==> src/hw/rtl/grid_heat_diffusion_sweep_defines.svh <==
// assertion macros shared by the heat diffusion sweep rtl
`ifndef GRID_HEAT_DIFFUSION_SWEEP_DEFINES_SVH
`define GRID_HEAT_DIFFUSION_SWEEP_DEFINES_SVH

// condition holds in the same cycle as the trigger
`define GHDS_ASSERT_NOW(lbl, trig, cond, msg) \
  lbl: assert property (@(posedge clk) disable iff (rst) (trig) |-> (cond)) else $error(msg);

// condition holds in the cycle after the trigger
`define GHDS_ASSERT_NEXT(lbl, trig, cond, msg) \
  lbl: assert property (@(posedge clk) disable iff (rst) (trig) |=> (cond)) else $error(msg);

`endif

==> src/hw/rtl/ghds_pkg.sv <==
// shared constants, types and command structs of the heat diffusion sweep
package ghds_pkg;

  localparam int MAX_WIDTH  = 64;
  localparam int X_W        = $clog2(MAX_WIDTH);
  localparam int WCFG_W     = 7;
  localparam int HCFG_W     = 16;
  localparam int DATA_W     = 16;
  localparam int CFG_IDX_W  = 1;
  localparam int CFG_DATA_W = 16;
  localparam int IN_TDATA_W = 48;

  localparam logic [CFG_IDX_W-1:0] REG_GRID_WIDTH  = 1'b0;
  localparam logic [CFG_IDX_W-1:0] REG_GRID_HEIGHT = 1'b1;

  localparam logic KIND_CELL  = 1'b0;
  localparam logic KIND_FLUSH = 1'b1;

  localparam logic [1:0] TERM_LEFT  = 2'd0;
  localparam logic [1:0] TERM_RIGHT = 2'd1;
  localparam logic [1:0] TERM_UP    = 2'd2;
  localparam logic [1:0] TERM_DOWN  = 2'd3;

  typedef struct packed {
    logic           load;
    logic [X_W-1:0] rd_addr;
    logic           capture_cur;
    logic           capture_right;
    logic           acc_clr;
    logic           term_en;
    logic [1:0]     term_sel;
    logic           term_on;
    logic           acc_en;
    logic           scale;
    logic           absval;
    logic           round;
    logic           finish;
    logic           commit;
    logic           wr_a;
    logic [X_W-1:0] wr_addr;
    logic           last;
  } cmd_t;

  typedef struct packed {
    logic out_free;
  } status_t;

endpackage

==> src/hw/rtl/ghds_ctrl.sv <==
// sequencer: grid position, configuration registers and per cell step control
`include "grid_heat_diffusion_sweep_defines.svh"

module ghds_ctrl (
  input  logic                              clk,
  input  logic                              rst,
  input  logic                              cfg_we,
  input  logic [ghds_pkg::CFG_IDX_W-1:0]    cfg_index,
  input  logic [ghds_pkg::CFG_DATA_W-1:0]   cfg_data,
  input  logic                              in_valid,
  input  logic                              in_kind,
  output logic                              in_ready,
  output ghds_pkg::cmd_t                    cmd,
  input  ghds_pkg::status_t                 sts
);

  localparam logic [3:0] S_IDLE  = 4'd0;
  localparam logic [3:0] S_STORE = 4'd1;
  localparam logic [3:0] S_RD0   = 4'd2;
  localparam logic [3:0] S_RD1   = 4'd3;
  localparam logic [3:0] S_RD2   = 4'd4;
  localparam logic [3:0] S_TERM  = 4'd5;
  localparam logic [3:0] S_ACC   = 4'd6;
  localparam logic [3:0] S_SCALE = 4'd7;
  localparam logic [3:0] S_ABS   = 4'd8;
  localparam logic [3:0] S_RND   = 4'd9;
  localparam logic [3:0] S_FIN   = 4'd10;
  localparam logic [3:0] S_OUT   = 4'd11;

  logic [3:0]                  state, state_next;
  logic [1:0]                  k;
  logic [ghds_pkg::X_W-1:0]    x;
  logic [ghds_pkg::HCFG_W-1:0] y;
  logic                        flush_phase;
  logic [ghds_pkg::WCFG_W-1:0] grid_width;
  logic [ghds_pkg::HCFG_W-1:0] grid_height;

  logic [ghds_pkg::WCFG_W-1:0] w_eff;
  logic [ghds_pkg::HCFG_W-1:0] h_eff;
  logic [ghds_pkg::WCFG_W-1:0] x_plus;
  logic                        row_end;
  logic                        grid_end;
  logic [3:0]                  mask;
  logic                        in_acc;
  logic                        advance;

  always_comb begin
    if (grid_width == '0) begin
      w_eff = ghds_pkg::WCFG_W'(1);
    end else if (grid_width > ghds_pkg::WCFG_W'(ghds_pkg::MAX_WIDTH)) begin
      w_eff = ghds_pkg::WCFG_W'(ghds_pkg::MAX_WIDTH);
    end else begin
      w_eff = grid_width;
    end
  end

  assign h_eff    = (grid_height == '0) ? ghds_pkg::HCFG_W'(1) : grid_height;
  assign x_plus   = ghds_pkg::WCFG_W'(x) + ghds_pkg::WCFG_W'(1);
  assign row_end  = (x_plus == w_eff);
  assign grid_end = ({1'b0, y} + 17'd1) == {1'b0, h_eff};

  assign mask[ghds_pkg::TERM_LEFT]  = (x != '0);
  assign mask[ghds_pkg::TERM_RIGHT] = (x_plus < w_eff);
  assign mask[ghds_pkg::TERM_UP]    = flush_phase ? (h_eff != ghds_pkg::HCFG_W'(1))
                                                  : (y > ghds_pkg::HCFG_W'(1));
  assign mask[ghds_pkg::TERM_DOWN]  = !flush_phase;

  assign in_ready = (state == S_IDLE);
  assign in_acc   = in_valid && in_ready;
  assign advance  = (state == S_STORE) || ((state == S_OUT) && sts.out_free);

  always_comb begin
    state_next = state;
    case (state)
      S_IDLE: begin
        if (in_acc) begin
          if (flush_phase) begin
            state_next = S_RD0;
          end else if (in_kind == ghds_pkg::KIND_CELL) begin
            state_next = (y == '0) ? S_STORE : S_RD0;
          end
        end
      end
      S_STORE: state_next = S_IDLE;
      S_RD0:   state_next = S_RD1;
      S_RD1:   state_next = S_RD2;
      S_RD2:   state_next = S_TERM;
      S_TERM:  state_next = (k == 2'd3) ? S_ACC : S_TERM;
      S_ACC:   state_next = S_SCALE;
      S_SCALE: state_next = S_ABS;
      S_ABS:   state_next = S_RND;
      S_RND:   state_next = S_FIN;
      S_FIN:   state_next = S_OUT;
      S_OUT:   state_next = sts.out_free ? S_IDLE : S_OUT;
      default: state_next = S_IDLE;
    endcase
  end

  always_comb begin
    cmd               = '0;
    cmd.load          = in_acc;
    cmd.rd_addr       = (state == S_RD1) ? ghds_pkg::X_W'(x_plus) : x;
    cmd.capture_cur   = (state == S_RD1);
    cmd.capture_right = (state == S_RD2);
    cmd.acc_clr       = (state == S_RD2);
    cmd.term_en       = (state == S_TERM);
    cmd.term_sel      = k;
    cmd.term_on       = mask[k];
    cmd.acc_en        = ((state == S_TERM) && (k != 2'd0)) || (state == S_ACC);
    cmd.scale         = (state == S_SCALE);
    cmd.absval        = (state == S_ABS);
    cmd.round         = (state == S_RND);
    cmd.finish        = (state == S_FIN);
    cmd.commit        = (state == S_OUT) && sts.out_free;
    cmd.wr_a          = (state == S_STORE) || (cmd.commit && !flush_phase);
    cmd.wr_addr       = x;
    cmd.last          = flush_phase && row_end;
  end

  always_ff @(posedge clk) begin
    if (rst) begin
      state       <= S_IDLE;
      k           <= '0;
      x           <= '0;
      y           <= '0;
      flush_phase <= 1'b0;
      grid_width  <= ghds_pkg::WCFG_W'(64);
      grid_height <= ghds_pkg::HCFG_W'(64);
    end else begin
      state <= state_next;
      k     <= (state == S_TERM) ? k + 2'd1 : 2'd0;
      if (cfg_we) begin
        if (cfg_index == ghds_pkg::REG_GRID_WIDTH) begin
          grid_width <= cfg_data[ghds_pkg::WCFG_W-1:0];
        end else begin
          grid_height <= cfg_data;
        end
        x           <= '0;
        y           <= '0;
        flush_phase <= 1'b0;
      end else if (advance) begin
        if (row_end) begin
          x <= '0;
          if (flush_phase) begin
            flush_phase <= 1'b0;
            y           <= '0;
          end else if (grid_end) begin
            flush_phase <= 1'b1;
            y           <= '0;
          end else begin
            y <= y + ghds_pkg::HCFG_W'(1);
          end
        end else begin
          x <= ghds_pkg::X_W'(x_plus);
        end
      end
    end
  end

  `GHDS_ASSERT_NOW(a_commit_free, (state == S_OUT) && cmd.commit, sts.out_free,
    "result committed while output register still full")
  `GHDS_ASSERT_NOW(a_x_in_row, 1'b1, ghds_pkg::WCFG_W'(x) < w_eff,
    "column position beyond row width")
  `GHDS_ASSERT_NEXT(a_last_wraps, cmd.commit && cmd.last && !cfg_we,
    (x == '0) && !flush_phase && (y == '0), "grid did not restart after last result")
  `GHDS_ASSERT_NEXT(a_first_row_store, in_acc && !flush_phase && (y == '0) &&
    (in_kind == ghds_pkg::KIND_CELL), state == S_STORE, "first row cell not stored")

endmodule

==> config.mk <==
export PLATFORM = sky130hd
export DESIGN_NAME = ghds_ctrl
export DESIGN_NICKNAME = d
export VERILOG_FILES = /design/src/hw/rtl/ghds_pkg.sv /design/src/hw/rtl/ghds_ctrl.sv
export VERILOG_INCLUDE_DIRS = /design/src /design/src/hw/rtl
export SDC_FILE = /design/constraint.sdc
export NUM_CORES = 1
export LEC_CHECK = 0
export BUFFER_PORTS_ARGS = -buffer_cell sky130_fd_sc_hd__buf_2
export CAP_MARGIN = 20
export CELL_PAD_IN_SITES_DETAIL_PLACEMENT = 1
export CELL_PAD_IN_SITES_GLOBAL_PLACEMENT = 1
export CORE_ASPECT_RATIO = 1.5
export CORE_MARGIN = 5
export CORE_UTILIZATION = 45
export DETAILED_ROUTE_END_ITERATION = 7
export PLACE_DENSITY = 0.9
export SKIP_LAST_GASP = 1
export SLEW_MARGIN = 20
export SYNTH_ARGS = -nofsm -noshare
export SYNTH_HDL_FRONTEND = slang
export SYNTH_SLANG_ARGS = --single-unit
export TNS_END_PERCENT = 1
==> constraint.sdc <==
create_clock -name clk -period 8.6 [get_ports clk]
set_input_delay 1.72 -clock clk [delete_from_list [all_inputs] [get_ports clk]]
set_output_delay 1.72 -clock clk [all_outputs]
set_load 0.02 [all_outputs]
Word level (Yosys, flattened, before mapping)

Cells that the tools add are included.

Register bits after elaboration: 52
Bits of input ports: 23
Output and inout port bits: 29

Reduce and logical (&&, ||, !) cells: 21
Add/subtract/negate cells: 4
Bitwise logic cells: 2
$lt $le $gt $ge: 4
Muxes and demuxes: 19
Equality and inequality tests: 17

Operators by type and width:

| operator                                                               | number |
|---|---|
| 16-bit two-way mux                                                     | 3 |
| 4-bit case mux with 11 select lines                                    | 1 |
| 16-bit logical NOT                                                     | 2 |
| 16-bit by 1-bit adder with 17-bit output (second input constant)       | 1 |
| 17-bit by 16-bit equality test with 1-bit output                       | 1 |
| 16-bit by 1-bit adder with 16-bit output (second input constant)       | 1 |
| 4-bit by 3-bit equality test with 1-bit output (second input constant) | 4 |
| 4-bit equality test (second input constant)                            | 4 |
| 16-bit by 1-bit > comparator with 1-bit output (second input constant) | 1 |
| 4-bit two-way mux                                                      | 4 |
| 16-bit by 1-bit != test with 1-bit output (second input constant)      | 1 |
| 7-bit two-way mux                                                      | 2 |
| 6-bit two-way mux                                                      | 2 |
| 4-bit by 2-bit equality test with 1-bit output (second input constant) | 2 |
| 2-bit AND reduction                                                    | 4 |
| 6-bit by 1-bit adder with 7-bit output (second input constant)         | 1 |
| 7-bit equality test                                                    | 1 |
| 7-bit > comparator (second input constant)                             | 1 |
| 7-bit logical NOT                                                      | 1 |
| 7-bit less-than comparator                                             | 1 |
| 6-bit nonzero test                                                     | 1 |
| 1-bit logical AND                                                      | 5 |
| 4-bit by 1-bit equality test with 1-bit output (second input constant) | 1 |
| 4-bit logical NOT                                                      | 1 |
| 13 further kinds                                                       | 21 |

Longest topological paths before layout

Gate-level depths: netlist of the first run.

Depth in word-level cells: 6
Depth in mapped cells: 12
Depth with buffers taken out: 12

Least setup slack after synthesis of the first run

Ideal clock, no wire load.

Path type: reg-to-output
Start: register x[0] in the netlist's numbering
End: output port cmd[14] in the netlist's numbering
Cell stages (with the launch flop): 12
Setup slack: 4,513 ps
Buffers on the path: 0
Data required time: 6,880 ps
Data arrival time: 2,367 ps
Path through: dfxtp_1 > inv_1 > ha_1 > ha_1 > nor2b_1 > o21ai_0 > nand2b_1 > a21oi_1 > nor2b_1 > o21ai_0 > a221oi_1 > mux2i_1

RTL lines:

| item                   | RTL line         | source |
|---|---|---|
| start, declared        | ghds_ctrl.sv:32  | `logic [ghds_pkg::X_W-1:0] x;` |
| start signal, assigned | ghds_ctrl.sv:154 | `x <= ghds_pkg::X_W'(x_plus);` |
| end, declared          | ghds_ctrl.sv:13  | `output ghds_pkg::cmd_t cmd,` |

==> flow_summary.json, run 1 <==
{
  "place_inst": 607,
  "ir_drop_mv": 0.110,
  "numCtsBuffers": 5,
  "initial_core_util_pct": 45.9,
  "ys_types": 52,
  "place_congestion": 0.948,
  "hold_path.class": "flip-flop to flip-flop",
  "io-pin-count": 52,
  "slew_headroom_pct": 43.8,
  "initialDrtViolationCount": 117,
  "ys_seq_area_share_pct": 29.8,
  "fill_cells": 1022,
  "diodes": 0,
  "areaGrowthSynthToFinish_pct": 12.5,
  "max_freq_mhz": 222,
  "grt_pass1_wl_um": 18200,
  "detail_route.wl_per_cell_um": 18.4,
  "detail-route-antenna-nets": 0,
  "async_flop_share_pct": 0,
  "dp_slack_ps": 4440,
  "dp_hpwl_um": 8810,
  "cts_max_level": 2,
  "crit_path_end_kind": "primary output",
  "cts_tree": "yes",
  "portBuffers": 51,
  "multi_input_area_um2": 2230,
  "syn_area_um2": 3490,
  "dieArea_um2": 9660,
  "finClkSkew_ps": 12.8,
  "vias_per_cell": 5.93,
  "nets": 552,
  "arrival_ps": 2790,
  "fin_ws_ps": 4090,
  "path_class": "flip-flop to primary output",
  "synth_common_cells": "77 x nand2_1, 52 x dfxtp_1, 45 x nor2_1",
  "path_cells": "ha_1 -> nand3_1 -> xnor2_1 -> ha_1 -> nand4_1 -> nor2_1 -> and2_1 -> buf_2",
  "cp.buffers_inverters": 1,
  "worst-path-max-fanout": 9,
  "cts.sinks": 52,
  "cp.required_ps": 6880,
  "cts_setup_buffers": 0,
  "ff_latch_area_um2": 1040,
  "powerDensity_nw_per_um2": 139,
  "grt_max_degree": 30,
  "setup_viol": 0,
  "total_power_uw": 547,
  "worst_pin_slew_ps": 840,
  "grt_usage_pct": 24.1,
  "synthCells": 481,
  "fin_setup_tns_ps": 0,
  "ys_top_cells_by_area": "dfxtp_1 30%, nand2_1 8.3%, a21oi_1 6.2%, ha_1 6.1%, nor2_1 4.8%",
  "post-route-period-util_pct": 52.5,
  "dieWidth_um": 81.9,
  "syn-num-nets": 521,
  "worst_path_largest_cell_delay_ps": 520,
  "clock_path_buffers": 2,
  "final_hold_viol_count": 0,
  "leakage_uw": 0.00165,
  "layout-drive-gt1-share_pct": 13.5,
  "critical_path.startpoint_type": "flip-flop",
  "crit_path_top_delay_cell": "nor2_1",
  "clk_transition_reported_paths_ps": 80,
  "dpl_cell_area_um2": 3750,
  "status": "complete, no violations",
  "cts_root_buf": "clkbuf_16",
  "cts_resized": 0,
  "die_h_um": 118,
  "avgSynthCellArea_um2": 7.26,
  "vias": 3650,
  "fin_cells": 615,
  "yosysTopAreaCellShare_pct": 29.8,
  "overflow": 0,
  "synth_flop_cell": "dfxtp_1",
  "clkLatencyLatePin_ps": 310,
  "finish.instance_area_um2": 3930,
  "wirelength_um": 11300,
  "cpLargestDelayFamily": "simple AND/OR/NAND/NOR gates",
  "crit_top_cell": "ha_1",
  "synth_edf_count": 0,
  "drv_slew": 0,
  "cts_hold_buf": 0,
  "rsz0062_at_grt": "no",
  "ys_seq_elements": 52,
  "fp-row-count": 39,
  "synth.most_common_cell": "nand2_1",
  "yosysTopAreaCell": "dfxtp_1",
  "antenna_found_initial": 0,
  "drv_cap": 0,
  "drc": 0,
  "grt_pass1_vias": 3831,
  "fin_crit_ps": 4510,
  "fp.coreArea_um2": 7610,
  "yosysWarningCount": 0,
  "first_pass_iters": 4
}
-- report_power, final --
group | total [µW] | switching (µW) | internal [µW] | leakage, µW
combinational | 55.8 | 34.4 | 21.5 | 0.00115
sequential | 254 | 7.99 | 246 | 0.000422
clock | 237 | 97.9 | 139 | 0.0000815
total | 547 | 140 | 407 | 0.00165
-- tightest hold or removal path, cell delays in order (launching register included) --
cell and delay (ps):
dfxtp_1 330, nand2_1 60, a21oi_1 50
-- sequential cells by signal (all words and copies together), names as in the netlist --
name	flops
grid_width	7
flush_phase	1
k	2
x	6
state	4
y	16
grid_height	16
-- metrics by stage --
step / hold slack (ps) / utilization [%]
final: 493 / 51.6
after global routing: 517 / 51.6
after CTS: 498 / 51.5
after detailed placement: 491 / 49.3
after global placement: 473 / 49.3
after floorplan: 450 / -
-- cell families (layout without fill, tap and decap cells) --
| kind of cell | Yosys count | count (layout) | synth area share, % |
|---|---|---|---|
| and+or+nand+nor | 219 | 219 | 30.2 |
| muxes | 10 | 10 | 2.94 |
| adders and majority gates | 18 | 18 | 6.38 |
| buffers and inverters | 54 | 86 | 6.45 |
| AOI/OAI and AO/OA | 99 | 99 | 16.9 |
| DFF | 52 | 52 | 29.8 |
| xor gates and xnor gates | 29 | 29 | 7.27 |
-- layout by cell type, fill, tap and decap left out, drive strengths merged, types with 8 or more instances in the layout --
master | netlist | layout
a21oi | 43 | 43
buf | 10 | 52
dfxtp | 52 | 52
ha | 17 | 17
inv | 25 | 26
mux2i | 8 | 8
nand2 | 77 | 77
nand3 | 24 | 24
nand4 | 11 | 11
nor2 | 45 | 45
nor3 | 13 | 13
nor4 | 10 | 10
o21ai | 25 | 25
xnor2 | 16 | 16
xor2 | 13 | 13
-- path summary, 6_finish.rpt --
check                    endpoint       startpoint  cells after the start  slack, ps
setup / recovery           cmd[0]             x[0]                      8       4090
hold / removal    grid_height[15]  grid_height[15]                      2        490
setup reg to reg             y[9]             y[0]                      9       5200
hold reg to reg   grid_height[15]  grid_height[15]                      2        490
-- area by class of cell --
cell class | instances | share of cell area [%]
inverter | 26 | 2.48
tap | 102 | 3.25
sequential | 52 | 26.5
clock buffer | 6 | 3.28
clock inverter | 2 | 0.987
multi-input combinational | 375 | 56.8
timing repair buffer | 52 | 6.69
-- routing by layer --
metal | wire [µm] | part of all wire, % | global-route usage (%)
met1 | 4040 | 36 | 24.0
met2 | 6230 | 55 | 44.4
met3 | 397 | 3.5 | 3.75
met4 | 631 | 5.6 | 14.6
met5 | 0 | 0 | 0
No activity file was read; power rests on OpenSTA's default activity.
==> run 2: changes to the inputs <==
ABC_AREA = 1   (was default)
CORE_UTILIZATION = 36   (was 45)
PLACE_DENSITY = 0.8   (was 0.9)
clock period = 3.7 ns   (was 8.6 ns; I/O delays follow)
==> run 2 against run 1 <==
Effect of this change:
- synthesized area up 0.43%
- worst hold slack improved by 6.9 ps
- power increased by 130%
- sequential power is 130% higher
- sequential cell count stayed put
- synthesized cell count grew 15%
- largest power group unchanged
- highest routed layer unchanged
==> flow_summary.json, run 2 <==
{
  "syn_area_um2": 3510,
  "pwr-share-comb_pct": 12.0,
  "fill_cells": 1308,
  "crit_path_top_delay_cell": "dfxtp_1",
  "fp.coreArea_um2": 9630,
  "die_h_um": 131,
  "grt_max_degree": 27,
  "drc": 0,
  "finClkSkew_ps": 8.91,
  "grt_pass1_wl_um": 19500,
  "ff_latch_area_um2": 1040,
  "layout-drive-gt1-share_pct": 17.4,
  "dieArea_um2": 11900,
  "swShare_pct": 28.7,
  "fin_crit_ps": 3290,
  "detail_route.wl_per_cell_um": 16.5,
  "cts_root_buf": "clkbuf_16",
  "synth.most_common_cell": "nand2_1",
  "io-pin-count": 52,
  "synth_flop_cell": "dfxtp_1",
  "pwr-share-clk_pct": 40.0,
  "ys_types": 38,
  "total_power_uw": 1240,
  "path_class": "flip-flop to primary output",
  "fin_setup_tns_ps": 0,
  "yosysTopAreaCell": "dfxtp_1",
  "antenna_found_initial": 0,
  "final_common_cell": "nand2_1",
  "cts_hold_buf": 0,
  "yosysWarningCount": 0,
  "cts.sinks": 52,
  "ir_drop_mv": 0.225,
  "clock_path_buffers": 2,
  "worst_pin_slew_ps": 996,
  "p_seq_share_pct": 47.9,
  "cts_max_level": 2,
  "avgSynthCellArea_um2": 6.36,
  "dp_hpwl_um": 9570,
  "cts_tree": "yes",
  "worst_path_largest_cell_delay_ps": 430,
  "cts_resized": 0,
  "numCtsBuffers": 5,
  "overflow": 0,
  "portBuffers": 51,
  "worst-path-max-fanout": 6,
  "drv_cap": 0,
  "max_freq_mhz": 304,
  "rsz0062_at_grt": "no",
  "diodes": 0,
  "crit_top_cell": "inv_1",
  "nets": 637,
  "vias_per_cell": 5.30,
  "async_flop_share_pct": 0,
  "yosysTopAreaCellShare_pct": 29.7,
  "initialDrtViolationCount": 158,
  "powerDensity_nw_per_um2": 310,
  "synth_common_cells": "139 x nand2_1, 82 x nor2_1, 63 x inv_1",
  "areaGrowthSynthToFinish_pct": 13.7,
  "min_from": "grid_width[4]",
  "grt_usage_pct": 20.3,
  "wirelength_um": 11800,
  "r2r-start": "x[0]",
  "ys_seq_area_share_pct": 29.7,
  "path_cells": "ha_1 -> nand3_1 -> xor2_1 -> inv_1 -> ha_1 -> nand4_1 -> inv_1 -> nand2_1 -> o2111ai_1 -> nand3_1 -> inv_1 -> a31oi_1 -> buf_2",
  "final_cell_mix": "139 x nand2_1, 82 x nor2_1, 63 x inv_1, 52 x dfxtp_1, 51 x buf_2",
  "cp-startpoint": "x[0]",
  "detail-route-antenna-nets": 0,
  "power.internal_uw": 883,
  "place_congestion": 0.893,
  "reg_top3": "grid_height x16, y x16, grid_width x7",
  "grt_pass1_vias": 4126,
  "clk_transition_reported_paths_ps": 80,
  "drv_slew": 0,
  "cp.required_ps": 2960,
  "first_pass_iters": 4,
  "hold_path.class": "flip-flop to flip-flop",
  "setup_viol": 0,
  "status": "complete, no violations",
  "leakage_uw": 0.00169,
  "slew_headroom_pct": 33.5,
  "vias": 3780,
  "synthCells": 551,
  "crit_path_end_kind": "primary output",
  "clkLatencyLatePin_ps": 300,
  "syn-num-nets": 591,
  "synth_edf_count": 0,
  "arrival_ps": 2550,
  "power_switching_uw": 356,
  "post-route-period-util_pct": 88.9,
  "dieWidth_um": 90.6,
  "multi_input_area_um2": 2140,
  "critical_path.startpoint_type": "flip-flop",
  "ys_top_cells_by_area": "dfxtp_1 30%, nand2_1 15%, nor2_1 8.8%, inv_1 6.7%, ha_1 6.1%",
  "ys_seq_elements": 52,
  "final_hold_viol_count": 0,
  "initial_core_util_pct": 36.4,
  "cts_setup_buffers": 0,
  "fp-row-count": 44
}
run 2: changes by cell type in the layout (fill, tap and decap cells not counted), sizes merged, moves of 5 or more:
| cell | previous run | this run |
|---|---|---|
| and2 | 7 | 0 |
| inv | 26 | 68 |
| mux2i | 8 | 0 |
| nand2 | 77 | 153 |
| nand2b | 5 | 0 |
| nor2 | 45 | 94 |
| nor2b | 7 | 0 |
| nor3 | 13 | 5 |
| nor4 | 10 | 1 |
| o21ai | 25 | 44 |
| xnor2 | 16 | 1 |
| xor2 | 13 | 5 |
run 2: cells by family (layout without fill, tap and decap cells):
| family | count (synthesis) | count (layout) | synth area share, % |
|---|---|---|---|
| simple gates | 301 | 301 | 38.0 |
| compound gates | 95 | 95 | 15.4 |
| buf+inv | 80 | 127 | 9.31 |
| flops | 52 | 52 | 29.7 |
| fa+ha+maj | 17 | 17 | 6.06 |
| xor+xnor | 6 | 6 | 1.50 |
run 2: critical path: cells and delay by family, from the launching register on:
kind | cells | cell delay [ps]
flops | 1 | 430
buf+inv | 4 | 400
compound gates | 2 | 260
xor+xnor | 1 | 220
simple gates | 4 | 370
fa+ha+maj | 2 | 560
run 2: per-stage QoR:
stage	utilization (%)	setup WS [ps]	std cells	instance area (µm²)	hold WS (ps)
6_report	41.4	412	713	3990	500
5_1_grt	41.4	231	713	3990	533
4_1_cts	41.4	408	713	3990	499
3_5_place_dp	39.8	759	705	3840	487
3_3_place_gp	39.8	915	705	3840	472
2_1_floorplan	-	824	551	3510	444
run 2: metal layers:
metal  track usage (%)  up-vias  wire (µm)
met2              41.2       80       6600
met4              10.1        0        504
met5                 0        -          0
li1                  -     1872          -
met1              19.3     1799       4300
met3              3.26       29        374
run 2: power by group through the flow:
stage	clock, µW	combinational (µW)	sequential (µW)
floorplan	0	97.9	601
global placement	0	143	606
detailed placement	0	150	607
CTS	504	150	594
global route	525	166	596
finish	496	149	594
run 2: area by class of cell:
| cell class | instances | share of cell area (%) |
|---|---|---|
| clock inverters | 3 | 0.627 |
| flip-flops and latches | 52 | 26.1 |
| multi-input cells | 419 | 53.6 |
| clock buffers | 5 | 3.14 |
| inverters | 67 | 6.30 |
| well taps | 115 | 3.61 |
| repair buffers | 52 | 6.59 |
run 2: final timing paths:
| check | endpoint | slack, ps | cells after the start |
|---|---|---|---|
| worst min register to register | grid_width[4] | 500 | 2 |
| worst max-delay path | cmd[14] | 410 | 13 |
| worst min-delay path | grid_width[4] | 500 | 2 |
| worst max register to register | y[9] | 790 | 15 |
